$ cat src/sv/cde_pkg.sv
// shared constants, codes and control/status types for the circular deque engine
// no dependencies
package cde_pkg;

   localparam int DEPTH       = 16;
   localparam int DATA_W      = 32;
   localparam int PTR_W       = $clog2(DEPTH);
   localparam int CNT_W       = $clog2(DEPTH + 1);
   localparam int FUNC_W      = 4;
   localparam int INDEX_W     = 4;
   localparam int STATUS_W    = 2;
   localparam int REQ_TDATA_W = 40;
   localparam int RSP_TDATA_W = 40;

   localparam logic [FUNC_W-1:0] FN_PUSH_FRONT = 4'd0;
   localparam logic [FUNC_W-1:0] FN_PUSH_BACK  = 4'd1;
   localparam logic [FUNC_W-1:0] FN_POP_FRONT  = 4'd2;
   localparam logic [FUNC_W-1:0] FN_POP_BACK   = 4'd3;
   localparam logic [FUNC_W-1:0] FN_PEEK_FRONT = 4'd4;
   localparam logic [FUNC_W-1:0] FN_PEEK_BACK  = 4'd5;
   localparam logic [FUNC_W-1:0] FN_GET        = 4'd6;
   localparam logic [FUNC_W-1:0] FN_REMOVE     = 4'd7;
   localparam logic [FUNC_W-1:0] FN_CLEAR      = 4'd8;

   localparam logic [STATUS_W-1:0] ST_OK    = 2'd0;
   localparam logic [STATUS_W-1:0] ST_EMPTY = 2'd1;
   localparam logic [STATUS_W-1:0] ST_FULL  = 2'd2;
   localparam logic [STATUS_W-1:0] ST_RANGE = 2'd3;

   localparam logic [1:0] RD_HEAD  = 2'd0;
   localparam logic [1:0] RD_TAIL  = 2'd1;
   localparam logic [1:0] RD_INDEX = 2'd2;
   localparam logic [1:0] RD_NEXT  = 2'd3;

   localparam logic [1:0] WR_FRONT = 2'd0;
   localparam logic [1:0] WR_BACK  = 2'd1;
   localparam logic [1:0] WR_ITER  = 2'd2;

   typedef struct packed {
      logic                latch;
      logic                rd_en;
      logic [1:0]          rd_sel;
      logic                wr_en;
      logic [1:0]          wr_sel;
      logic                head_dec;
      logic                head_inc;
      logic                cnt_inc;
      logic                cnt_dec;
      logic                clear;
      logic                iter_load;
      logic                iter_inc;
      logic                rsp_load;
      logic [STATUS_W-1:0] rsp_status;
      logic                rsp_use_rd;
   } cde_cmd_type;

   typedef struct packed {
      logic [FUNC_W-1:0] func;
      logic              empty;
      logic              full;
      logic              idx_ok;
      logic              shift_more;
      logic              rsp_busy;
   } cde_stat_type;

endpackage

$ cat src/sv/circular_deque_engine_top.sv
// circular deque engine top level: controller plus datapath
// flow: a word is taken, executed, and its result loaded into the result register once that is free
// no new request is taken until the previous result is loaded; remove shifts each element after
// index toward the head, by a read then a write of the element store per shifted element
// reset: synchronous active high, empties the deque; store contents are not cleared
// depends on cde_pkg, cde_ctrl, cde_dp
module circular_deque_engine_top (
   input  logic                            clock,
   input  logic                            reset,
   input  logic                            req_tvalid,
   output logic                            req_tready,
   input  logic [cde_pkg::REQ_TDATA_W-1:0] req_tdata,   // func, data_in, index
   output logic                            rsp_tvalid,
   input  logic                            rsp_tready,
   output logic [cde_pkg::RSP_TDATA_W-1:0] rsp_tdata    // data_out, status, count, zero pad
);

   cde_pkg::cde_cmd_type  cmd;
   cde_pkg::cde_stat_type stat;

   cde_ctrl u_ctrl (
      .clock      (clock),
      .reset      (reset),
      .req_tvalid (req_tvalid),
      .req_tready (req_tready),
      .stat       (stat),
      .cmd        (cmd)
   );

   cde_dp u_dp (
      .clock      (clock),
      .reset      (reset),
      .req_tdata  (req_tdata),
      .cmd        (cmd),
      .stat       (stat),
      .rsp_tvalid (rsp_tvalid),
      .rsp_tready (rsp_tready),
      .rsp_tdata  (rsp_tdata)
   );

`ifndef SYNTH
   a_one_at_a_time: assert property (@(posedge clock) disable iff (reset)
      (req_tvalid && req_tready) |=> !req_tready)
      else $error("request taken while another is in flight");

   a_load_when_free: assert property (@(posedge clock) disable iff (reset)
      cmd.rsp_load |-> !stat.rsp_busy)
      else $error("result register overwritten while stalled");

   a_full_count: assert property (@(posedge clock) disable iff (reset)
      (rsp_tvalid && rsp_tdata[33:32] == cde_pkg::ST_FULL)
      |-> (rsp_tdata[38:34] == cde_pkg::CNT_W'(cde_pkg::DEPTH)))
      else $error("full status with count below capacity");

   a_empty_count: assert property (@(posedge clock) disable iff (reset)
      (rsp_tvalid && rsp_tdata[33:32] == cde_pkg::ST_EMPTY)
      |-> (rsp_tdata[38:34] == '0 && rsp_tdata[31:0] == '0))
      else $error("empty status with live elements or data");
`endif

endmodule

$ cat src/sv/cde_dp.sv
// deque datapath: element store, head pointer, count, shift iterator and result register
// depends on cde_pkg
module cde_dp (
   input  logic                            clock,
   input  logic                            reset,
   input  logic [cde_pkg::REQ_TDATA_W-1:0] req_tdata,   // func, data_in, index
   input  cde_pkg::cde_cmd_type            cmd,
   output cde_pkg::cde_stat_type           stat,
   output logic                            rsp_tvalid,
   input  logic                            rsp_tready,
   output logic [cde_pkg::RSP_TDATA_W-1:0] rsp_tdata    // data_out, status, count, zero pad
);

   logic [cde_pkg::DATA_W-1:0]   mem [cde_pkg::DEPTH];

   logic [cde_pkg::FUNC_W-1:0]   func_ff;
   logic [cde_pkg::DATA_W-1:0]   data_ff;
   logic [cde_pkg::INDEX_W-1:0]  index_ff;
   logic [cde_pkg::PTR_W-1:0]    head_ff, head_in;
   logic [cde_pkg::CNT_W-1:0]    cnt_ff, cnt_in;
   logic [cde_pkg::PTR_W-1:0]    iter_ff;
   logic [cde_pkg::DATA_W-1:0]   rd_data_ff;
   logic                         rsp_valid_ff, rsp_valid_in;
   logic [cde_pkg::DATA_W-1:0]   rsp_data_ff;
   logic [cde_pkg::STATUS_W-1:0] rsp_status_ff;
   logic [cde_pkg::CNT_W-1:0]    rsp_count_ff;

   logic [cde_pkg::PTR_W-1:0]    cnt_lo;
   logic [cde_pkg::PTR_W-1:0]    rd_addr, wr_addr;
   logic [cde_pkg::DATA_W-1:0]   wr_data;
   logic [cde_pkg::CNT_W-1:0]    iter_next;

   assign cnt_lo    = cnt_ff[cde_pkg::PTR_W-1:0];
   assign iter_next = {1'b0, iter_ff} + cde_pkg::CNT_W'(1);

   always_comb begin
      case (cmd.rd_sel)
         cde_pkg::RD_HEAD:  rd_addr = head_ff;
         cde_pkg::RD_TAIL:  rd_addr = head_ff + cnt_lo - cde_pkg::PTR_W'(1);
         cde_pkg::RD_INDEX: rd_addr = head_ff + cde_pkg::PTR_W'(index_ff);
         cde_pkg::RD_NEXT:  rd_addr = head_ff + iter_ff + cde_pkg::PTR_W'(1);
         default:           rd_addr = head_ff;
      endcase
   end

   always_comb begin
      case (cmd.wr_sel)
         cde_pkg::WR_FRONT: begin
            wr_addr = head_ff - cde_pkg::PTR_W'(1);
            wr_data = data_ff;
         end
         cde_pkg::WR_BACK: begin
            wr_addr = head_ff + cnt_lo;
            wr_data = data_ff;
         end
         cde_pkg::WR_ITER: begin
            wr_addr = head_ff + iter_ff;
            wr_data = rd_data_ff;
         end
         default: begin
            wr_addr = head_ff;
            wr_data = data_ff;
         end
      endcase
   end

   // element store
   always_ff @(posedge clock) begin
      if (cmd.wr_en) begin
         mem[wr_addr] <= wr_data;
      end
      if (cmd.rd_en) begin
         rd_data_ff <= mem[rd_addr];
      end
   end

   // request word and shift iterator
   always_ff @(posedge clock) begin
      if (cmd.latch) begin
         func_ff  <= req_tdata[cde_pkg::FUNC_W-1:0];
         data_ff  <= req_tdata[cde_pkg::FUNC_W +: cde_pkg::DATA_W];
         index_ff <= req_tdata[cde_pkg::FUNC_W + cde_pkg::DATA_W +: cde_pkg::INDEX_W];
      end
      if (cmd.iter_load) begin
         iter_ff <= cde_pkg::PTR_W'(index_ff);
      end else if (cmd.iter_inc) begin
         iter_ff <= iter_ff + cde_pkg::PTR_W'(1);
      end
   end

   always_comb begin
      head_in = head_ff;
      cnt_in  = cnt_ff;
      if (cmd.clear) begin
         head_in = '0;
         cnt_in  = '0;
      end else begin
         if (cmd.head_dec) head_in = head_ff - cde_pkg::PTR_W'(1);
         if (cmd.head_inc) head_in = head_ff + cde_pkg::PTR_W'(1);
         if (cmd.cnt_inc)  cnt_in  = cnt_ff + cde_pkg::CNT_W'(1);
         if (cmd.cnt_dec)  cnt_in  = cnt_ff - cde_pkg::CNT_W'(1);
      end
   end

   always_ff @(posedge clock) begin
      if (reset) begin
         head_ff <= '0;
         cnt_ff  <= '0;
      end else begin
         head_ff <= head_in;
         cnt_ff  <= cnt_in;
      end
   end

   // result register
   always_comb begin
      rsp_valid_in = rsp_valid_ff;
      if (rsp_valid_ff && rsp_tready) rsp_valid_in = 1'b0;
      if (cmd.rsp_load)               rsp_valid_in = 1'b1;
   end

   always_ff @(posedge clock) begin
      if (reset) begin
         rsp_valid_ff <= 1'b0;
      end else begin
         rsp_valid_ff <= rsp_valid_in;
      end
   end

   always_ff @(posedge clock) begin
      if (cmd.rsp_load) begin
         rsp_data_ff   <= cmd.rsp_use_rd ? rd_data_ff : '0;
         rsp_status_ff <= cmd.rsp_status;
         rsp_count_ff  <= cnt_ff;
      end
   end

   assign stat.func       = func_ff;
   assign stat.empty      = (cnt_ff == '0);
   assign stat.full       = (cnt_ff == cde_pkg::CNT_W'(cde_pkg::DEPTH));
   assign stat.idx_ok     = ({1'b0, index_ff} < cnt_ff);
   assign stat.shift_more = (iter_next < cnt_ff);
   assign stat.rsp_busy   = rsp_valid_ff && !rsp_tready;

   assign rsp_tvalid = rsp_valid_ff;
   assign rsp_tdata  = {{(cde_pkg::RSP_TDATA_W - cde_pkg::DATA_W - cde_pkg::STATUS_W
                          - cde_pkg::CNT_W){1'b0}},
                        rsp_count_ff, rsp_status_ff, rsp_data_ff};

endmodule

$ cat src/sv/cde_ctrl.sv
// deque controller: sequences each request word over the datapath
// depends on cde_pkg
module cde_ctrl (
   input  logic                  clock,
   input  logic                  reset,
   input  logic                  req_tvalid,
   output logic                  req_tready,
   input  cde_pkg::cde_stat_type stat,
   output cde_pkg::cde_cmd_type  cmd
);

   localparam logic [2:0] S_IDLE = 3'd0;
   localparam logic [2:0] S_EXEC = 3'd1;
   localparam logic [2:0] S_SHRD = 3'd2;
   localparam logic [2:0] S_SHWR = 3'd3;
   localparam logic [2:0] S_RESP = 3'd4;

   logic [2:0]                   state_ff, state_in;
   logic [cde_pkg::STATUS_W-1:0] status_ff, status_in;
   logic                         use_rd_ff, use_rd_in;

   assign req_tready = (state_ff == S_IDLE);

   always_comb begin
      cmd        = '0;
      cmd.rsp_status = status_ff;
      cmd.rsp_use_rd = use_rd_ff;
      state_in   = state_ff;
      status_in  = status_ff;
      use_rd_in  = use_rd_ff;
      case (state_ff)
         S_IDLE: begin
            if (req_tvalid) begin
               cmd.latch = 1'b1;
               status_in = cde_pkg::ST_OK;
               use_rd_in = 1'b0;
               state_in  = S_EXEC;
            end
         end
         S_EXEC: begin
            state_in = S_RESP;
            if (stat.func == cde_pkg::FN_PUSH_FRONT || stat.func == cde_pkg::FN_PUSH_BACK) begin
               if (stat.full) begin
                  status_in = cde_pkg::ST_FULL;
               end else begin
                  cmd.wr_en    = 1'b1;
                  cmd.wr_sel   = (stat.func == cde_pkg::FN_PUSH_FRONT) ?
                                 cde_pkg::WR_FRONT : cde_pkg::WR_BACK;
                  cmd.head_dec = (stat.func == cde_pkg::FN_PUSH_FRONT);
                  cmd.cnt_inc  = 1'b1;
               end
            end else if (stat.func inside {cde_pkg::FN_POP_FRONT, cde_pkg::FN_POP_BACK,
                                           cde_pkg::FN_PEEK_FRONT, cde_pkg::FN_PEEK_BACK}) begin
               if (stat.empty) begin
                  status_in = cde_pkg::ST_EMPTY;
               end else begin
                  cmd.rd_en    = 1'b1;
                  cmd.rd_sel   = (stat.func inside {cde_pkg::FN_POP_FRONT,
                                                    cde_pkg::FN_PEEK_FRONT}) ?
                                 cde_pkg::RD_HEAD : cde_pkg::RD_TAIL;
                  cmd.head_inc = (stat.func == cde_pkg::FN_POP_FRONT);
                  cmd.cnt_dec  = (stat.func inside {cde_pkg::FN_POP_FRONT,
                                                    cde_pkg::FN_POP_BACK});
                  use_rd_in    = 1'b1;
               end
            end else if (stat.func == cde_pkg::FN_GET) begin
               if (!stat.idx_ok) begin
                  status_in = cde_pkg::ST_RANGE;
               end else begin
                  cmd.rd_en  = 1'b1;
                  cmd.rd_sel = cde_pkg::RD_INDEX;
                  use_rd_in  = 1'b1;
               end
            end else if (stat.func == cde_pkg::FN_REMOVE) begin
               if (!stat.idx_ok) begin
                  status_in = cde_pkg::ST_RANGE;
               end else begin
                  cmd.iter_load = 1'b1;
                  state_in      = S_SHRD;
               end
            end else if (stat.func == cde_pkg::FN_CLEAR) begin
               cmd.clear = 1'b1;
            end
         end
         S_SHRD: begin
            if (stat.shift_more) begin
               cmd.rd_en  = 1'b1;
               cmd.rd_sel = cde_pkg::RD_NEXT;
               state_in   = S_SHWR;
            end else begin
               cmd.cnt_dec = 1'b1;
               state_in    = S_RESP;
            end
         end
         S_SHWR: begin
            cmd.wr_en    = 1'b1;
            cmd.wr_sel   = cde_pkg::WR_ITER;
            cmd.iter_inc = 1'b1;
            state_in     = S_SHRD;
         end
         S_RESP: begin
            if (!stat.rsp_busy) begin
               cmd.rsp_load = 1'b1;
               state_in     = S_IDLE;
            end
         end
         default: begin
            state_in = S_IDLE;
         end
      endcase
   end

   always_ff @(posedge clock) begin
      if (reset) begin
         state_ff  <= S_IDLE;
         status_ff <= cde_pkg::ST_OK;
         use_rd_ff <= 1'b0;
      end else begin
         state_ff  <= state_in;
         status_ff <= status_in;
         use_rd_ff <= use_rd_in;
      end
   end

endmodule
$ cat config.mk
export PLATFORM = sky130hd
export DESIGN_NAME = circular_deque_engine_top
export DESIGN_NICKNAME = d
export VERILOG_FILES = /design/src/sv/cde_pkg.sv /design/src/sv/circular_deque_engine_top.sv /design/src/sv/cde_dp.sv /design/src/sv/cde_ctrl.sv
export SDC_FILE = /design/constraint.sdc
export NUM_CORES = 1
export LEC_CHECK = 0
export CAP_MARGIN = 0
export CORE_MARGIN = 2
export CORE_UTILIZATION = 46
export CTS_CLUSTER_DIAMETER = 30
export DETAILED_ROUTE_END_ITERATION = 10
export DONT_BUFFER_PORTS = 1
export HOLD_SLACK_MARGIN = 0.12
export PLACE_DENSITY = 0.6
export SLEW_MARGIN = 15
export SYNTH_ARGS = -nofsm -noshare
export SYNTH_HDL_FRONTEND = slang
export SYNTH_SLANG_ARGS = --single-unit
$ cat constraint.sdc
create_clock -name clock -period 9.6 [get_ports clock]
set_input_delay 1.92 -clock clock [delete_from_list [all_inputs] [get_ports clock]]
set_output_delay 1.92 -clock clock [all_outputs]
set_load 0.05 [all_outputs]
## Word level (Yosys, flattened, before mapping)

Memory sizes are Yosys's and may differ from the RTL's. A register that Yosys moved wholly into a read port is not among the register bits.
Cells that the tools add are included.

| operators by class | value |
|---|---|
| muxes and demuxes | 73 |
| add/subtract/negate cells | 11 |
| magnitude comparators | 2 |
| equal/unequal tests | 27 |
| reductions and logical operators | 21 |

Operators with widths:

| cell | count |
|---|---|
| 2-to-1 mux 3 bit | 16 |
| 2-to-1 mux 32 bit | 1 |
| 2-to-1 mux 1 bit | 29 |
| 2-to-1 mux 4 bit | 6 |
| 2-to-1 mux 2 bit | 11 |
| equality test 4 x 3 -> 1 bit, second input constant | 4 |
| case mux 4 bit (4 select lines) | 1 |
| case mux 3 bit (5 select lines) | 1 |
| nonzero test 2 bit | 7 |
| adder 4 x 1 -> 4 bit, second input constant | 3 |
| adder 4 bit | 3 |
| case mux 3 bit (2 select lines) | 2 |
| case mux 4 bit (3 select lines) | 1 |
| 2-to-1 mux 5 bit | 2 |
| equality test 4 x 2 -> 1 bit, second input constant | 2 |
| subtractor 4 x 1 -> 4 bit, second input constant | 2 |
| equality test 2 bit, second input constant | 3 |
| equality test 3 x 2 -> 1 bit, second input constant | 2 |
| != test 2 bit, second input constant | 3 |
| != test 3 x 1 -> 1 bit, second input constant | 2 |
| != test 3 bit, second input constant | 2 |
| AND reduction 6 bit | 1 |
| adder 4 x 1 -> 5 bit, second input constant | 1 |
| adder 5 x 1 -> 5 bit, second input constant | 1 |
| other kinds (24) | 28 |

| storage, ports and cells | value |
|---|---|
| output and inout bits | 42 |
| bits in writable memories | 512 |
| logic and storage cells | 148 |
| input port bits | 44 |
| register bits | 99 |
| memories | 1 |

Memory list:

| name | depth | bits a word | read ports | clocked after Yosys merged registers in | write ports | line | source |
|---|---|---|---|---|---|---|---|
| u_dp.mem | 16 | 32 | 1 | 1 | 1 | cde_dp.sv:14 | `logic [cde_pkg::DATA_W-1:0] mem [cde_pkg::DEPTH];` |

## Depth between registers and ports, before layout

| depth | value |
|---|---|
| word-level depth | 9 |
| gate-level depth with buffers | 15 |
| mapped depth without buffers | 15 |

## By module

Synthesis repeated with hierarchy kept, for this count alone.

| unflattened totals | value |
|---|---|
| cells, all modules | 1816 |
| area, all modules | 26190.1 µm² |

By module, submodules not included:

| module | area each (µm²) | cells an instance | times used | sequential area each (µm²) |
|---|---|---|---|---|
| cde_dp | 25607.1 | 1743 | 1 | 19028.2 |
| cde_ctrl | 583.1 | 73 | 1 | 120.1 |

## Worst setup path after synthesis

Ideal clock, no wire load.

| path | value |
|---|---|
| kind | reg-to-reg |
| start | register u_ctrl.state_ff[2] |
| end | memory u_dp.mem[4][0] (netlist bit) (enable) |
| cell stages (with the launch flop) | 11 |
| data required time | 9.179 ns |
| setup slack | 5.520 ns |
| buffers on the path | 2 |
| period minus slack after synthesis | 4.080 ns |
| arrival time | 3.659 ns |
| setup time | 0.421 ns |
| cells stage by stage | dfxtp_1 > buf_2 > or3b_2 > a211oi_1 > nor2b_1 > buf_2 > nor3_1 > a221o_1 > nor2_1 > nand2_1 > nor2_1 |

| on the way | value |
|---|---|
| word-level cells in the longest chain between the ends | 4 |
| elaborated cells between the ends (all ways) | 9 |
| classes of those cells | eq/ne (4); mux (4); reduce/logical (1) |

RTL lines:

| element | line | source |
|---|---|---|
| start, declared | cde_ctrl.sv:18 | `logic [2:0] state_ff, state_in;` |
| start signal, assigned | cde_ctrl.sv:119 | `state_ff <= state_in;` |
| equality test 3 x 2 -> 1 bit or equality test 3 x 1 -> 1 bit (tied branches) | cde_ctrl.sv:31 | `case (state_ff)` |
| case mux 3 bit (2 select lines) (*) | cde_ctrl.sv:31 |  |
| equality test 2 bit (tied with other cells) | cde_dp.sv:47 | `case (cmd.wr_sel)` |
| case mux 4 bit (3 select lines) or 2-to-1 mux 1 bit (tied branches) | cde_dp.sv:47, cde_dp.sv:70 |  |
| end, declared | cde_dp.sv:14 |  |

Every way passes the cells marked *; elsewhere a longest branch is shown, timed or not.

## Final worst setup path

| path | value |
|---|---|
| start | register u_dp.head_ff[1] (netlist bit) |
| end | register u_dp.rd_data_ff[7] (netlist bit) (read register of u_dp.mem) (data pin) |

| on the way | value |
|---|---|
| word-level cells in the longest chain between the ends | 3 |
| elaborated cells between the ends (all ways) | 6 |
| classes of those cells | add/sub (5); mux (1) |

RTL lines:

| element | line | source |
|---|---|---|
| start, declared | cde_dp.sv:19 | `logic [cde_pkg::PTR_W-1:0] head_ff, head_in;` |
| start signal, assigned | cde_dp.sv:110 | `head_ff <= head_in;` |
| adder 4 bit, on equally long branches | cde_dp.sv:41, cde_dp.sv:39 |  |
| adder 4 x 1 -> 4 bit or subtractor 4 x 1 -> 4 bit (tied branches) | cde_dp.sv:41, cde_dp.sv:39 |  |
| case mux 4 bit (4 select lines) (*) | cde_dp.sv:37 | `case (cmd.rd_sel)` |
| end, declared | cde_dp.sv:22 | `logic [cde_pkg::DATA_W-1:0] rd_data_ff;` |

Marked as above.
A chain may end at the register's enable or synchronous reset.

==> impl_metrics.py <==
metrics = {
    "status": {
        "status": "complete, no violations",
    },
    "cells_and_area": {
        "final_common_cell": "edfxtp_1",
        "final_nets": 2039,
        "layout.cells.non_filler": 2831,
        "most-common-layout-cells": "627 x edfxtp_1, 539 x nand2_1, 164 x nand3_1, 135 x clkbuf_16, 50 x a21oi_1",
        "regArea_um2": 19100,
        "fillers": 4520,
        "syn_to_final_growth_pct": 20.8,
        "multi_input_area_um2": 6410,
        "num_antenna_cells": 0,
        "final_util_pct": 55.9,
        "drive_above_1_share_pct": 13.6,
    },
    "critical_path": {
        "cp_max_fo": 89,
        "cp_cell_sequence": "inv_1 -> fa_1 -> ha_1 -> a211oi_1 -> o22a_4 -> buf_4 -> nand3_1 -> a32o_1 -> a311o_1",
        "arrival_ps": 5360,
        "required_ps": 10040,
        "critPathKind": "reg2reg",
        "slowest_delay_ps": 850,
        "start_kind": "register",
        "path_delay_family": "compound AO/OA/AOI/OAI gates",
        "cp_num_buf_inv": 2,
        "crit_path_top_delay_cell": "buf_4",
        "end_kind": "register",
    },
    "clock_tree": {
        "cts_buffer_depth": 3,
        "tritoncts.num_buffers": 135,
        "cts_root_buf": "clkbuf_16",
        "htreeDepth": 4,
        "clock_latency_ps": 700,
        "numClockSinks": 643,
        "cts_setup_buffers": 0,
        "hold_buffers": 0,
        "cts_tree": "yes",
        "post_cts_resized": 0,
        "cts.clk_slew.worst_paths_ps": 50,
    },
    "timing": {
        "whs_ps": 434,
        "worst_slew_pin_slew_ps": 1170,
        "timing.setup.tns_ps": 0,
        "maxSlewHeadroom_pct": 22.1,
        "fmax_mhz": 203,
        "fin_crit_sh_pct": 51.3,
        "rsz0062_at_grt": "no",
        "setup_viol": 0,
        "drv_slew": 0,
        "min_period_ps": 4930,
        "fin_skew_ps": 21.6,
        "final_hold_viol_count": 0,
    },
    "drt": {
        "dr.max_layer_used": "met4",
        "wl_met1_um": 28600,
        "route.met3.wl_um": 3880,
        "via_per_inst": 5.64,
        "dr_wl_met2_um": 30700,
        "wl_per_cell_um": 22.9,
        "ant_nets": 0,
        "dr.pass1.iters": 5,
        "first_iter_violations": 1492,
        "drcViolationCount": 0,
        "vias": 16000,
        "wirelength_um": 64800,
    },
    "logic_synthesis": {
        "synth-edff-count": 627,
        "ys_seq_area_share_pct": 73.6,
        "synth_flop_cell": "edfxtp_1",
        "synthArstFlopShare_pct": 0,
        "yosysWarningCount": 0,
        "syn-num-nets": 1980,
        "netlist-cell-type-count": 63,
        "netlist_area_um2": 26000,
        "synth_seq_cells": 643,
        "syn_inst": 1908,
        "syn_avg_cell_area_um2": 13.6,
    },
    "power_and_ir_drop": {
        "seqPwrFrac_pct": 39.9,
        "switching_share_pct": 20.8,
        "switchingPower_mw": 1.64,
        "clkPwrFrac_pct": 58.4,
        "p_leak_nw": 11.1,
        "p_total_mw": 7.88,
        "peakVddDrop_mv": 0.196,
        "combPwrFrac_pct": 1.7,
        "power_density_nw_per_um2": 251,
        "power.internal_mw": 6.24,
    },
    "place": {
        "hpwl_um": 32000,
        "portBuffers": 0,
        "placedCellCount": 2586,
        "place.gp.congestion": 0.829,
    },
    "floorplanning": {
        "die_x_um": 242,
        "core_um2": 56200,
        "die_area_um2": 58400,
        "num_rows": 87,
        "boundaryPins": 86,
        "start_util_pct": 46.3,
        "die_h_um": 242,
    },
    "global_routing": {
        "grt_overflow": 0,
        "grt_max_degree": 99,
        "antenna_found_initial": 0,
        "grt_pass1_vias": 15800,
        "grt_pass1_wl_um": 98000,
        "grt_usage_pct": 22.5,
    },
    "worst_hold_path": {
        "hold_path.class": "reg2reg",
    },
    "flow_run": {
        "cap_violations": 0,
    },
}
-- power groups by stage --
| stage | Combinational, mW | Clock [mW] | Sequential (mW) |
|---|---|---|---|
| 2_1_floorplan | 0.0898 | 0 | 3.19 |
| 3_3_place_gp | 0.127 | 0 | 3.20 |
| 3_5_place_dp | 0.131 | 0 | 3.20 |
| 4_1_cts | 0.131 | 4.67 | 3.15 |
| 5_1_grt | 0.145 | 4.81 | 3.15 |
| 6_report | 0.130 | 4.60 | 3.15 |
-- synthesized netlist by cell type, types with 7 or more instances --
library cell	number	area, um^2
edfxtp_1	627	18800
nand2_1	540	2030
nand3_1	164	821
clkbuf_1	56	210
a21oi_1	50	250
nor2_1	43	161
mux2i_1	37	370
and2_1	35	219
a31oi_1	34	213
a221oi_1	33	289
a311o_1	33	330
a32o_1	32	320
buf_2	32	160
ha_1	24	300
inv_1	20	75.1
dfxtp_1	16	320
xnor2_1	14	123
buf_1	12	45.0
xor2_1	10	87.6
a21o_1	8	60.1
a211oi_1	7	52.6
buf_4	7	52.6
-- routing by layer --
layer | track usage (%) | vias to the layer above
met2 | 35.2 | 585
met3 | 4.69 | 124
met4 | 8.61 | 0
li1 | - | 7257
met1 | 31.0 | 8001
met5 | 0 | -
-- cells by family (layout without fill, tap and decap cells) --
kind of cell / Yosys count / in the layout / share of synthesized area [%]
and+or+nand+nor: 811 / 811 / 13.2
muxes: 39 / 39 / 1.51
other: 1 / 1 / 0.0144
DFF: 643 / 643 / 73.6
adders and majority gates: 28 / 28 / 1.46
AOI/OAI and AO/OA: 227 / 227 / 6.91
xor gates and xnor gates: 25 / 25 / 0.895
buffers and inverters: 134 / 301 / 2.36
-- through the flow --
stage / instance area [um^2] / setup WS [ps]
3_5_place_dp: 26900 / 4720
2_1_floorplan: 26000 / 5520
3_3_place_gp: 26900 / 4790
6_report: 31400 / 4670
4_1_cts: 31400 / 4690
5_1_grt: 31400 / 4350
-- area by class of cell --
type | count | area share (%)
Clock buffer | 149 | 10.9
Sequential cell | 643 | 61.0
Tap cell | 756 | 3.01
Timing Repair Buffer | 35 | 0.837
Inverter | 21 | 0.251
Clock inverter | 96 | 3.57
Multi-Input combinational cell | 1131 | 20.4
-- flip-flops by register name, summed over array words and instances, names as in the netlist, 2 cells and up --
name,count
u_dp.rsp_count_ff,5
u_dp.rsp_data_ff,32
u_ctrl.status_ff,2
u_dp.index_ff,4
u_dp.iter_ff,4
u_dp.mem,512
u_dp.data_ff,32
u_dp.func_ff,4
u_dp.cnt_ff,5
u_dp.rd_data_ff,32
u_dp.rsp_status_ff,2
u_dp.head_ff,4
u_ctrl.state_ff,3
-- path summary, 6_finish.rpt --
path	start	to	slack [ps]	cells past startpoint
worst min-delay path	u_ctrl.status_ff[1]	u_dp.rsp_status_ff[1]	430	0
worst min register to register	u_ctrl.status_ff[1]	u_dp.rsp_status_ff[1]	430	0
worst max-delay path	u_dp.head_ff[1]	u_dp.rd_data_ff[7]	4670	9
worst max register to register	u_dp.head_ff[1]	u_dp.rd_data_ff[7]	4670	9
(Power assumes the default switching activity.)
